<file path="config.mk">
export PLATFORM = sky130hd
export DESIGN_NAME = biquad_iir_filter_unit_flat
export DESIGN_NICKNAME = d
export VERILOG_FILES = /design/src/rtl/biq_pkg.sv /design/src/rtl/biq_if.sv /design/src/rtl/biq_mac_lane.sv /design/src/rtl/biquad_iir_filter_unit.sv /design/src/flat_wrapper.sv
export SDC_FILE = /design/constraint.sdc
export NUM_CORES = 2
export LEC_CHECK = 0
export BUFFER_PORTS_ARGS = -buffer_cell sky130_fd_sc_hd__buf_4
export CORE_ASPECT_RATIO = 1.75
export CORE_UTILIZATION = 50
export DETAILED_ROUTE_END_ITERATION = 8
export PLACE_DENSITY = 0.66
export SYNTH_ARGS = -nofsm -noshare
export SYNTH_HDL_FRONTEND = slang
export SYNTH_SLANG_ARGS = --single-unit
</file>
<file path="constraint.sdc">
create_clock -name i_clk -period 6.9 [get_ports i_clk]
set_clock_uncertainty 0.05 [all_clocks]
set_input_delay 0.345 -clock i_clk [delete_from_list [all_inputs] [get_ports i_clk]]
set_output_delay 0.345 -clock i_clk [all_outputs]
set_load 0.03 [all_outputs]
</file>
<file path="src/rtl/biq_pkg.sv">
// shared types and codes of the biquad filter
package biq_pkg;

    // configuration register indexes
    localparam int CFG_IDX_BITS = 3;
    typedef logic [CFG_IDX_BITS-1:0] t_cfg_idx;
    localparam t_cfg_idx CFG_B0 = 3'd0;
    localparam t_cfg_idx CFG_B1 = 3'd1;
    localparam t_cfg_idx CFG_B2 = 3'd2;
    localparam t_cfg_idx CFG_A1 = 3'd3;
    localparam t_cfg_idx CFG_A2 = 3'd4;

    // input commands
    localparam logic CMD_FILTER = 1'b0;
    localparam logic CMD_CLEAR  = 1'b1;

    // sequencer states
    typedef enum logic [2:0] {
        ST_IDLE,
        ST_XPASS,
        ST_ACC,
        ST_ROUND,
        ST_YPASS,
        ST_FB,
        ST_UPD
    } t_state;

    // control of one serial multiply lane
    typedef struct packed {
        logic step;
        logic first;
    } t_lane_ctl;

endpackage

</file>
<file path="src/rtl/biq_if.sv">
// stream and configuration interfaces of the biquad filter

// input sample channel
interface biq_in_if #(parameter int SAMPLE_BITS = 16);
    logic                          valid;
    logic                          ready;
    logic                          command;
    logic signed [SAMPLE_BITS-1:0] sample_in;

    modport source (output valid, output command, output sample_in, input ready);
    modport sink   (input valid, input command, input sample_in, output ready);
endinterface

// output sample channel
interface biq_out_if #(parameter int SAMPLE_BITS = 16);
    logic                          valid;
    logic                          ready;
    logic signed [SAMPLE_BITS-1:0] sample_out;

    modport source (output valid, output sample_out, input ready);
    modport sink   (input valid, input sample_out, output ready);
endinterface

// coefficient write channel
interface biq_cfg_if import biq_pkg::*; #(parameter int COEF_BITS = 24);
    logic                 valid;
    logic                 ready;
    t_cfg_idx             index;
    logic [COEF_BITS-1:0] data;

    modport source (output valid, output index, output data, input ready);
    modport sink   (input valid, input index, input data, output ready);
endinterface

</file>
<file path="src/rtl/biq_mac_lane.sv">
// serial-parallel multiplier lane, one multiplier bit per cycle while step is high, msb first
module biq_mac_lane import biq_pkg::*; #(
    parameter int COEF_BITS = 24,
    parameter int PROD_BITS = 40
) (
    input  logic                        i_clk,
    input  t_lane_ctl                   i_ctl,
    input  logic                        i_bit,
    input  logic signed [COEF_BITS-1:0] i_coef,
    output logic signed [PROD_BITS-1:0] o_prod
);

    logic signed [PROD_BITS-1:0] r_prod;
    logic signed [PROD_BITS-1:0] n_prod;
    logic signed [PROD_BITS-1:0] coef_ext;

    assign coef_ext = PROD_BITS'(i_coef);

    // horner step: the sign bit weighs negative, later bits double and add
    always_comb begin
        if (i_ctl.first) begin
            n_prod = i_bit ? -coef_ext : '0;
        end else begin
            n_prod = (r_prod <<< 1) + (i_bit ? coef_ext : '0);
        end
    end

    always_ff @(posedge i_clk) begin
        if (i_ctl.step) begin
            r_prod <= n_prod;
        end
    end

    assign o_prod = r_prod;

endmodule

</file>
<file path="src/rtl/biquad_iir_filter_unit.sv">
// top level of the biquad filter: sequencer, delay state and coefficient registers
// Transposed direct form II biquad with Q4.20 coefficients and saturating 40-bit
// delay state. A filter beat holds the sequencer, and no new input is taken until
// it returns to idle: the input sample is shifted msb first through three serial
// multiply lanes (b0, b1, b2), an accumulate step and a rounding step form and
// round the output, the rounded output is shifted through two more lanes (a1, a2),
// and a feedback step and an update step update the delay state. The output is
// posted when it is formed; the sequencer holds in its rounding step only while a
// previous output beat is still waiting. A clear beat leaves the sequencer idle
// and produces no output.
// Coefficient writes are taken every cycle.
module biquad_iir_filter_unit import biq_pkg::*; #(
    parameter int SAMPLE_BITS = 16,
    parameter int COEF_BITS   = 24
) (
    input  logic            i_clk,
    input  logic            i_rst_n,
    biq_in_if.sink          i_in,
    biq_out_if.source       o_out,
    biq_cfg_if.sink         i_cfg
);

    localparam int STATE_BITS = SAMPLE_BITS + COEF_BITS;
    localparam int AW         = STATE_BITS + 3;
    localparam int FRAC       = COEF_BITS - 4;
    localparam int CW         = $clog2(SAMPLE_BITS);

    localparam logic signed [AW-1:0] ONE    = {{(AW-1){1'b0}}, 1'b1};
    localparam logic signed [AW-1:0] I64_HI = (ONE << 63) - ONE;
    localparam logic signed [AW-1:0] I64_LO = ~I64_HI;
    localparam logic signed [AW-1:0] ST_HI  = (ONE << (STATE_BITS-1)) - ONE;
    localparam logic signed [AW-1:0] ST_LO  = ~ST_HI;
    localparam logic signed [AW-1:0] SMP_HI = (ONE << (SAMPLE_BITS-1)) - ONE;
    localparam logic signed [AW-1:0] SMP_LO = ~SMP_HI;
    localparam logic signed [AW-1:0] HALF   = ONE << (FRAC-1);
    localparam logic signed [COEF_BITS-1:0] COEF_ONE = COEF_BITS'(1) << FRAC;

    // clamp to the signed 64-bit range
    function automatic logic signed [AW-1:0] sat64(input logic signed [AW-1:0] v);
        logic signed [AW-1:0] r;
        r = v;
        if (AW > 64) begin
            if (v > I64_HI) begin
                r = I64_HI;
            end else if (v < I64_LO) begin
                r = I64_LO;
            end
        end
        return r;
    endfunction

    // clamp to the delay state width
    function automatic logic signed [STATE_BITS-1:0] sat_st(input logic signed [AW-1:0] v);
        logic signed [AW-1:0] r;
        r = v;
        if (v > ST_HI) begin
            r = ST_HI;
        end else if (v < ST_LO) begin
            r = ST_LO;
        end
        return STATE_BITS'(r);
    endfunction

    t_state r_state;
    t_state n_state;

    logic signed [COEF_BITS-1:0]  r_b0, r_b1, r_b2, r_a1, r_a2;
    logic signed [STATE_BITS-1:0] r_d1, r_d2;
    logic signed [SAMPLE_BITS-1:0] r_x, r_y;
    logic [CW-1:0]                r_cnt;
    logic signed [AW-1:0]         r_acc, r_t1, r_t2;
    logic                         r_out_valid;
    logic signed [SAMPLE_BITS-1:0] r_out_data;

    logic signed [STATE_BITS-1:0] p_b0, p_b1, p_b2, p_a1, p_a2;
    t_lane_ctl                    x_ctl, y_ctl;
    logic                         in_beat, cnt_last, round_go;
    logic signed [AW-1:0]         rnd_sum, rnd_shift, y_full;
    logic signed [SAMPLE_BITS-1:0] y_val;

    assign in_beat  = i_in.valid && i_in.ready;
    assign cnt_last = (r_cnt == CW'(SAMPLE_BITS-1));
    assign round_go = (r_state == ST_ROUND) && (!r_out_valid || o_out.ready);

    // handshake outputs
    assign i_in.ready       = (r_state == ST_IDLE);
    assign i_cfg.ready      = 1'b1;
    assign o_out.valid      = r_out_valid;
    assign o_out.sample_out = r_out_data;

    // lane control for the two serial passes
    assign x_ctl.step  = (r_state == ST_XPASS);
    assign x_ctl.first = (r_cnt == '0);
    assign y_ctl.step  = (r_state == ST_YPASS);
    assign y_ctl.first = (r_cnt == '0);

    biq_mac_lane #(.COEF_BITS(COEF_BITS), .PROD_BITS(STATE_BITS)) u_lane_b0 (
        .i_clk(i_clk), .i_ctl(x_ctl), .i_bit(r_x[SAMPLE_BITS-1]),
        .i_coef(r_b0), .o_prod(p_b0)
    );
    biq_mac_lane #(.COEF_BITS(COEF_BITS), .PROD_BITS(STATE_BITS)) u_lane_b1 (
        .i_clk(i_clk), .i_ctl(x_ctl), .i_bit(r_x[SAMPLE_BITS-1]),
        .i_coef(r_b1), .o_prod(p_b1)
    );
    biq_mac_lane #(.COEF_BITS(COEF_BITS), .PROD_BITS(STATE_BITS)) u_lane_b2 (
        .i_clk(i_clk), .i_ctl(x_ctl), .i_bit(r_x[SAMPLE_BITS-1]),
        .i_coef(r_b2), .o_prod(p_b2)
    );
    biq_mac_lane #(.COEF_BITS(COEF_BITS), .PROD_BITS(STATE_BITS)) u_lane_a1 (
        .i_clk(i_clk), .i_ctl(y_ctl), .i_bit(r_y[SAMPLE_BITS-1]),
        .i_coef(r_a1), .o_prod(p_a1)
    );
    biq_mac_lane #(.COEF_BITS(COEF_BITS), .PROD_BITS(STATE_BITS)) u_lane_a2 (
        .i_clk(i_clk), .i_ctl(y_ctl), .i_bit(r_y[SAMPLE_BITS-1]),
        .i_coef(r_a2), .o_prod(p_a2)
    );

    // round half up, drop the fraction, saturate to the sample range
    always_comb begin
        rnd_sum   = sat64(r_acc + HALF);
        rnd_shift = rnd_sum >>> FRAC;
        y_full    = rnd_shift;
        if (rnd_shift > SMP_HI) begin
            y_full = SMP_HI;
        end else if (rnd_shift < SMP_LO) begin
            y_full = SMP_LO;
        end
        y_val = SAMPLE_BITS'(y_full);
    end

    // state register
    always_ff @(posedge i_clk) begin
        if (!i_rst_n) begin
            r_state <= ST_IDLE;
        end else begin
            r_state <= n_state;
        end
    end

    // next state
    always_comb begin
        n_state = r_state;
        case (r_state)
            ST_IDLE: begin
                if (in_beat && (i_in.command == CMD_FILTER)) begin
                    n_state = ST_XPASS;
                end
            end
            ST_XPASS: begin
                if (cnt_last) begin
                    n_state = ST_ACC;
                end
            end
            ST_ACC:   n_state = ST_ROUND;
            ST_ROUND: begin
                if (round_go) begin
                    n_state = ST_YPASS;
                end
            end
            ST_YPASS: begin
                if (cnt_last) begin
                    n_state = ST_FB;
                end
            end
            ST_FB:    n_state = ST_UPD;
            ST_UPD:   n_state = ST_IDLE;
            default:  n_state = ST_IDLE;
        endcase
    end

    // datapath registers without reset
    always_ff @(posedge i_clk) begin
        case (r_state)
            ST_IDLE: begin
                r_x   <= i_in.sample_in;
                r_cnt <= '0;
            end
            ST_XPASS: begin
                r_x   <= r_x <<< 1;
                r_cnt <= cnt_last ? '0 : r_cnt + CW'(1);
            end
            ST_ACC: begin
                r_acc <= sat64(AW'(p_b0) + AW'(r_d1));
            end
            ST_ROUND: begin
                r_y   <= y_val;
                r_cnt <= '0;
            end
            ST_YPASS: begin
                r_y   <= r_y <<< 1;
                r_cnt <= cnt_last ? '0 : r_cnt + CW'(1);
            end
            ST_FB: begin
                r_t1 <= AW'(p_b1) - AW'(p_a1);
                r_t2 <= AW'(p_b2) - AW'(p_a2);
            end
            default: begin
            end
        endcase
    end

    // delay state: cleared by command, updated at the end of a filter beat
    always_ff @(posedge i_clk) begin
        if (!i_rst_n) begin
            r_d1 <= '0;
            r_d2 <= '0;
        end else if (in_beat && (i_in.command == CMD_CLEAR)) begin
            r_d1 <= '0;
            r_d2 <= '0;
        end else if (r_state == ST_UPD) begin
            r_d1 <= sat_st(r_t1 + AW'(r_d2));
            r_d2 <= sat_st(r_t2);
        end
    end

    // output register
    always_ff @(posedge i_clk) begin
        if (!i_rst_n) begin
            r_out_valid <= 1'b0;
        end else if (round_go) begin
            r_out_valid <= 1'b1;
        end else if (o_out.ready) begin
            r_out_valid <= 1'b0;
        end
    end

    always_ff @(posedge i_clk) begin
        if (round_go) begin
            r_out_data <= y_val;
        end
    end

    // coefficient registers
    always_ff @(posedge i_clk) begin
        if (!i_rst_n) begin
            r_b0 <= COEF_ONE;
            r_b1 <= '0;
            r_b2 <= '0;
            r_a1 <= '0;
            r_a2 <= '0;
        end else if (i_cfg.valid && i_cfg.ready) begin
            case (i_cfg.index)
                CFG_B0:  r_b0 <= i_cfg.data;
                CFG_B1:  r_b1 <= i_cfg.data;
                CFG_B2:  r_b2 <= i_cfg.data;
                CFG_A1:  r_a1 <= i_cfg.data;
                CFG_A2:  r_a2 <= i_cfg.data;
                default: begin
                end
            endcase
        end
    end

endmodule

</file>
<file path="src/flat_wrapper.sv">
// flat-port wrapper written by rule: the top's interface ports become plain ports
module biquad_iir_filter_unit_flat import biq_pkg::*;
#(
    parameter int SAMPLE_BITS = 16,
    parameter int COEF_BITS   = 24
)
  (i_clk, i_rst_n, i_in_valid, i_in_command, i_in_sample_in, i_in_ready, o_out_valid, o_out_sample_out, o_out_ready, i_cfg_valid, i_cfg_index, i_cfg_data, i_cfg_ready);
  biq_in_if #(.SAMPLE_BITS(SAMPLE_BITS)) i_in_i ();
  biq_out_if #(.SAMPLE_BITS(SAMPLE_BITS)) o_out_i ();
  biq_cfg_if #(.COEF_BITS(COEF_BITS)) i_cfg_i ();
  input  logic i_clk;
  input  logic i_rst_n;
  input wire logic [$bits(i_in_i.valid)-1:0] i_in_valid;
  input wire logic [$bits(i_in_i.command)-1:0] i_in_command;
  input wire logic [$bits(i_in_i.sample_in)-1:0] i_in_sample_in;
  output wire logic [$bits(i_in_i.ready)-1:0] i_in_ready;
  output wire logic [$bits(o_out_i.valid)-1:0] o_out_valid;
  output wire logic [$bits(o_out_i.sample_out)-1:0] o_out_sample_out;
  input wire logic [$bits(o_out_i.ready)-1:0] o_out_ready;
  input wire logic [$bits(i_cfg_i.valid)-1:0] i_cfg_valid;
  input wire logic [$bits(i_cfg_i.index)-1:0] i_cfg_index;
  input wire logic [$bits(i_cfg_i.data)-1:0] i_cfg_data;
  output wire logic [$bits(i_cfg_i.ready)-1:0] i_cfg_ready;
  assign i_in_i.valid = i_in_valid;
  assign i_in_i.command = i_in_command;
  assign i_in_i.sample_in = i_in_sample_in;
  assign i_in_ready = i_in_i.ready;
  assign o_out_valid = o_out_i.valid;
  assign o_out_sample_out = o_out_i.sample_out;
  assign o_out_i.ready = o_out_ready;
  assign i_cfg_i.valid = i_cfg_valid;
  assign i_cfg_i.index = i_cfg_index;
  assign i_cfg_i.data = i_cfg_data;
  assign i_cfg_ready = i_cfg_i.ready;
  biquad_iir_filter_unit #(.SAMPLE_BITS(SAMPLE_BITS), .COEF_BITS(COEF_BITS)) u_core (.i_clk(i_clk), .i_rst_n(i_rst_n), .i_in(i_in_i), .o_out(o_out_i), .i_cfg(i_cfg_i));
endmodule
</file>
==> impl_metrics.env <==
export IMPL_async_reset_ff_frac=0
export IMPL_clock_sinks=560
export IMPL_synth_cells=4545
export IMPL_tightest_slew_ns=1.232
export IMPL_cts_htree_levels=2
export IMPL_n_antenna_cell=0
export IMPL_p_switching_w=0.004615
export IMPL_cp_end_kind="flip-flop"
export IMPL_hold_viol=0
export IMPL_cts_buffers=56
export IMPL_drtIter0Drc=2163
export IMPL_yosysSeqAreaShare=0.3690
export IMPL_io_buffer_count=66
export IMPL_grt_pass1_vias=33190
export IMPL_power_density_nw_per_um2=285.3
export IMPL_cts_resized=0
export IMPL_grtUsageTotal=0.2760
export IMPL_ios=68
export IMPL_tns_ns=0
export IMPL_synthDistinctLibCells=78
export IMPL_synth_main_ff_cell="edfxtp_1"
export IMPL_critPathRequiredTime_ns=7.20
export IMPL_p_seq_frac=0.377
export IMPL_die_w_um=215.9
export IMPL_coreArea_sq_um=78960
export IMPL_cts_tree="done"
export IMPL_ant_nets=0
export IMPL_grt_overflow=0
export IMPL_setup_violations=0
export IMPL_drive_above_1_share=0.05606
export IMPL_start_util=0.5071
export IMPL_p_comb_frac=0.366
export IMPL_start_kind="flip-flop"
export IMPL_syn_avg_cell_area_sq_um=8.810
export IMPL_grt_setup_unrepaired="false"
export IMPL_maxSlewHeadroom=0.1678
export IMPL_wl_per_cell_um=20.02
export IMPL_synth_seq_cells=560
export IMPL_clockBufferDepth=3
export IMPL_slew_violations=0
export IMPL_final_min_clock_period_ns=5.175
export IMPL_path_max_fanout=46
export IMPL_nets=5005
export IMPL_leakagePower_nw=18.39
export IMPL_vias_per_cell=5.922
export IMPL_vdd_drop_max_v=0.0003015
export IMPL_p_int_w=0.007901
export IMPL_die_area_sq_um=81260
export IMPL_synth_nets=4960
export IMPL_vias=33600
export IMPL_layout_common_cells="526 x a21oi_1, 450 x nand2_1, 358 x ha_1, 356 x edfxtp_1, 316 x o21ai_0"
export IMPL_min_path_type="input port to flip-flop"
export IMPL_holdWs_ns=0.2058
export IMPL_timing_fmax_mhz=193.2
export IMPL_place_gp_congestion=0.9287
export IMPL_worstSetupPathType="flip-flop to flip-flop"
export IMPL_rows=136
export IMPL_synth_edff_count=356
export IMPL_clk_latency_ns=0.65
export IMPL_cts_setup_buffers=0
export IMPL_multiInputGateArea_sq_um=23960
export IMPL_n_fill_cell=7219
export IMPL_clock_power_share=0.257
export IMPL_grt_max_degree=104
export IMPL_hpwl_mm=85.99
export IMPL_p_sw_frac=0.3687
export IMPL_synth_area_sq_um=40040
export IMPL_clkTransAtPathRegs_ns=0.07
export IMPL_route_detailed_drc=0
export IMPL_grt_antenna_before_repair=1
export IMPL_firstDrtPassIters=8
export IMPL_final_common_cell="a21oi_1"
export IMPL_seqCellArea_sq_um=14770
export IMPL_ys_warn_count=0
export IMPL_finalWirelength_mm=113.6
export IMPL_finalPower_w=0.01252
export IMPL_status="complete, no violations"
export IMPL_maxCapViolations=0
export IMPL_areaGrowthSynthToFinish_pct=9.565
export IMPL_fin_crit_sh=0.7500
export IMPL_grt_pass1_wl_mm=177.2
export IMPL_arrival_ns=5.47
export IMPL_dieHeight_um=376.4
export IMPL_clock_root_buffer="clkbuf_16"
export IMPL_cts_hold_buf=42
[registers in the layout (all words and copies together), names as in the netlist, 22 cells and up]
signal	flops
u_core.r_b1	24
u_core.u_lane_a2.o_prod	40
u_core.r_d1	40
u_core.r_acc	22
u_core.r_t2	41
u_core.u_lane_b1.o_prod	40
u_core.u_lane_b0.o_prod	40
u_core.u_lane_b2.o_prod	40
u_core.r_a2	24
u_core.u_lane_a1.o_prod	40
u_core.r_b0	24
u_core.r_d2	40
u_core.r_b2	24
u_core.r_a1	24
u_core.r_t1	41
[cells in the mapped netlist, drive strengths merged (20+ instances only)]
cell type	n	area share
a21oi	527	0.066
ha	358	0.11
nand2	451	0.042
nor2	280	0.026
clkbuf	138	0.013
edfxtp	356	0.27
nand2b	65	0.010
a211oi	24	0.0045
and2	142	0.022
inv	201	0.019
a21o	172	0.032
mux2	30	0.0084
nor4	35	0.0055
o21ai	337	0.042
o21bai	50	0.0094
or3	20	0.0031
o31ai	21	0.0039
o22ai	85	0.013
o21a	58	0.011
dfxtp	204	0.10
a31oi	32	0.0050
xnor2	230	0.050
nor2b	51	0.0080
nand4	36	0.0056
xor2	170	0.037
nand3	102	0.013
and3	28	0.0044
nor3	119	0.015
[metrics by stage]
stage                     setup WS (ns)  std cells  cell area (sq um)  utilization
after detailed placement          1.846       5525              41520       0.5259
after global placement            1.821       5525              41520       0.5259
after floorplan                  0.7857       4545              40040            -
after CTS                         1.775       5673              43870       0.5556
final                             1.725       5673              43870       0.5556
after global routing              1.455       5673              43870       0.5556
[kinds of logic after synthesis]
group                    share of synthesized area
XOR/XNOR                                   0.08749
buffers and inverters                      0.03384
flip-flops                                  0.3690
multiplexers                              0.009437
AO/OA/AOI/OAI                               0.2181
other                                   0.00009365
adder cells (fa/ha/maj)                     0.1159
AND/OR/NAND/NOR                             0.1662
[cell type report]
| type | count | share of cell area |
|---|---|---|
| Tap cell | 1035 | 0.02952 |
| Sequential cell | 560 | 0.3368 |
| Inverter | 201 | 0.01725 |
| Multi-Input combinational cell | 3632 | 0.5461 |
| Timing Repair Buffer | 139 | 0.02647 |
| Clock buffer | 88 | 0.04081 |
| Clock inverter | 18 | 0.003109 |
[final timing paths]
| kind | end | cells past startpoint | from | slack, ns |
|---|---|---|---|---|
| worst max-delay path | u_core.u_lane_b0.o_prod[39]$_DFFE_PP_ | 15 | u_core.r_x[15]$_DFFE_PP_ | 1.73 |
| worst min-delay path | u_core.r_b1[17]$_SDFFE_PN0P_ | 5 | i_cfg_index[1] | 0.21 |
| worst max register to register | u_core.u_lane_b0.o_prod[39]$_DFFE_PP_ | 15 | u_core.r_x[15]$_DFFE_PP_ | 1.73 |
| worst min register to register | u_core.r_d2[39]$_SDFFE_PP0N_ | 2 | u_core.r_d2[39]$_SDFFE_PP0N_ | 0.43 |
[power by group through the flow]
stage,combinational (W),clock [W],sequential (W)
final,0.00458,0.00321,0.00472
after global routing,0.00503,0.00338,0.00476
after CTS,0.00454,0.00328,0.00472
after detailed placement,0.00450,0,0.00480
after global placement,0.00444,0,0.00479
after floorplan,0.00331,0,0.00467
[metal layers]
layer / vias to the layer above / share of wire / routed length, um / GRT usage
li1: 16630 / - / - / -
met5: - / 0 / 0 / 0
met4: 0 / 0.067 / 7649 / 0.1727
met3: 267 / 0.041 / 4634 / 0.02639
met1: 15910 / 0.38 / 42860 / 0.2981
met2: 784 / 0.51 / 58450 / 0.5123
[critical path, stage by stage (launching register included)]
cell and delay (ns):
edfxtp_1 0.96, buf_4 0.52, and2_1 0.19, ha_1 0.25, nor2b_1 0.14, o21ai_1 0.15, a21boi_0 0.17, o31ai_1 0.34
a21oi_1 0.17, nor3_1 0.51, o31ai_1 0.24, a2111oi_0 0.51, o21ai_0 0.17, a31oi_1 0.22, xnor2_1 0.13, o21ai_0 0.09
Power figures use the tool's default switching activity.
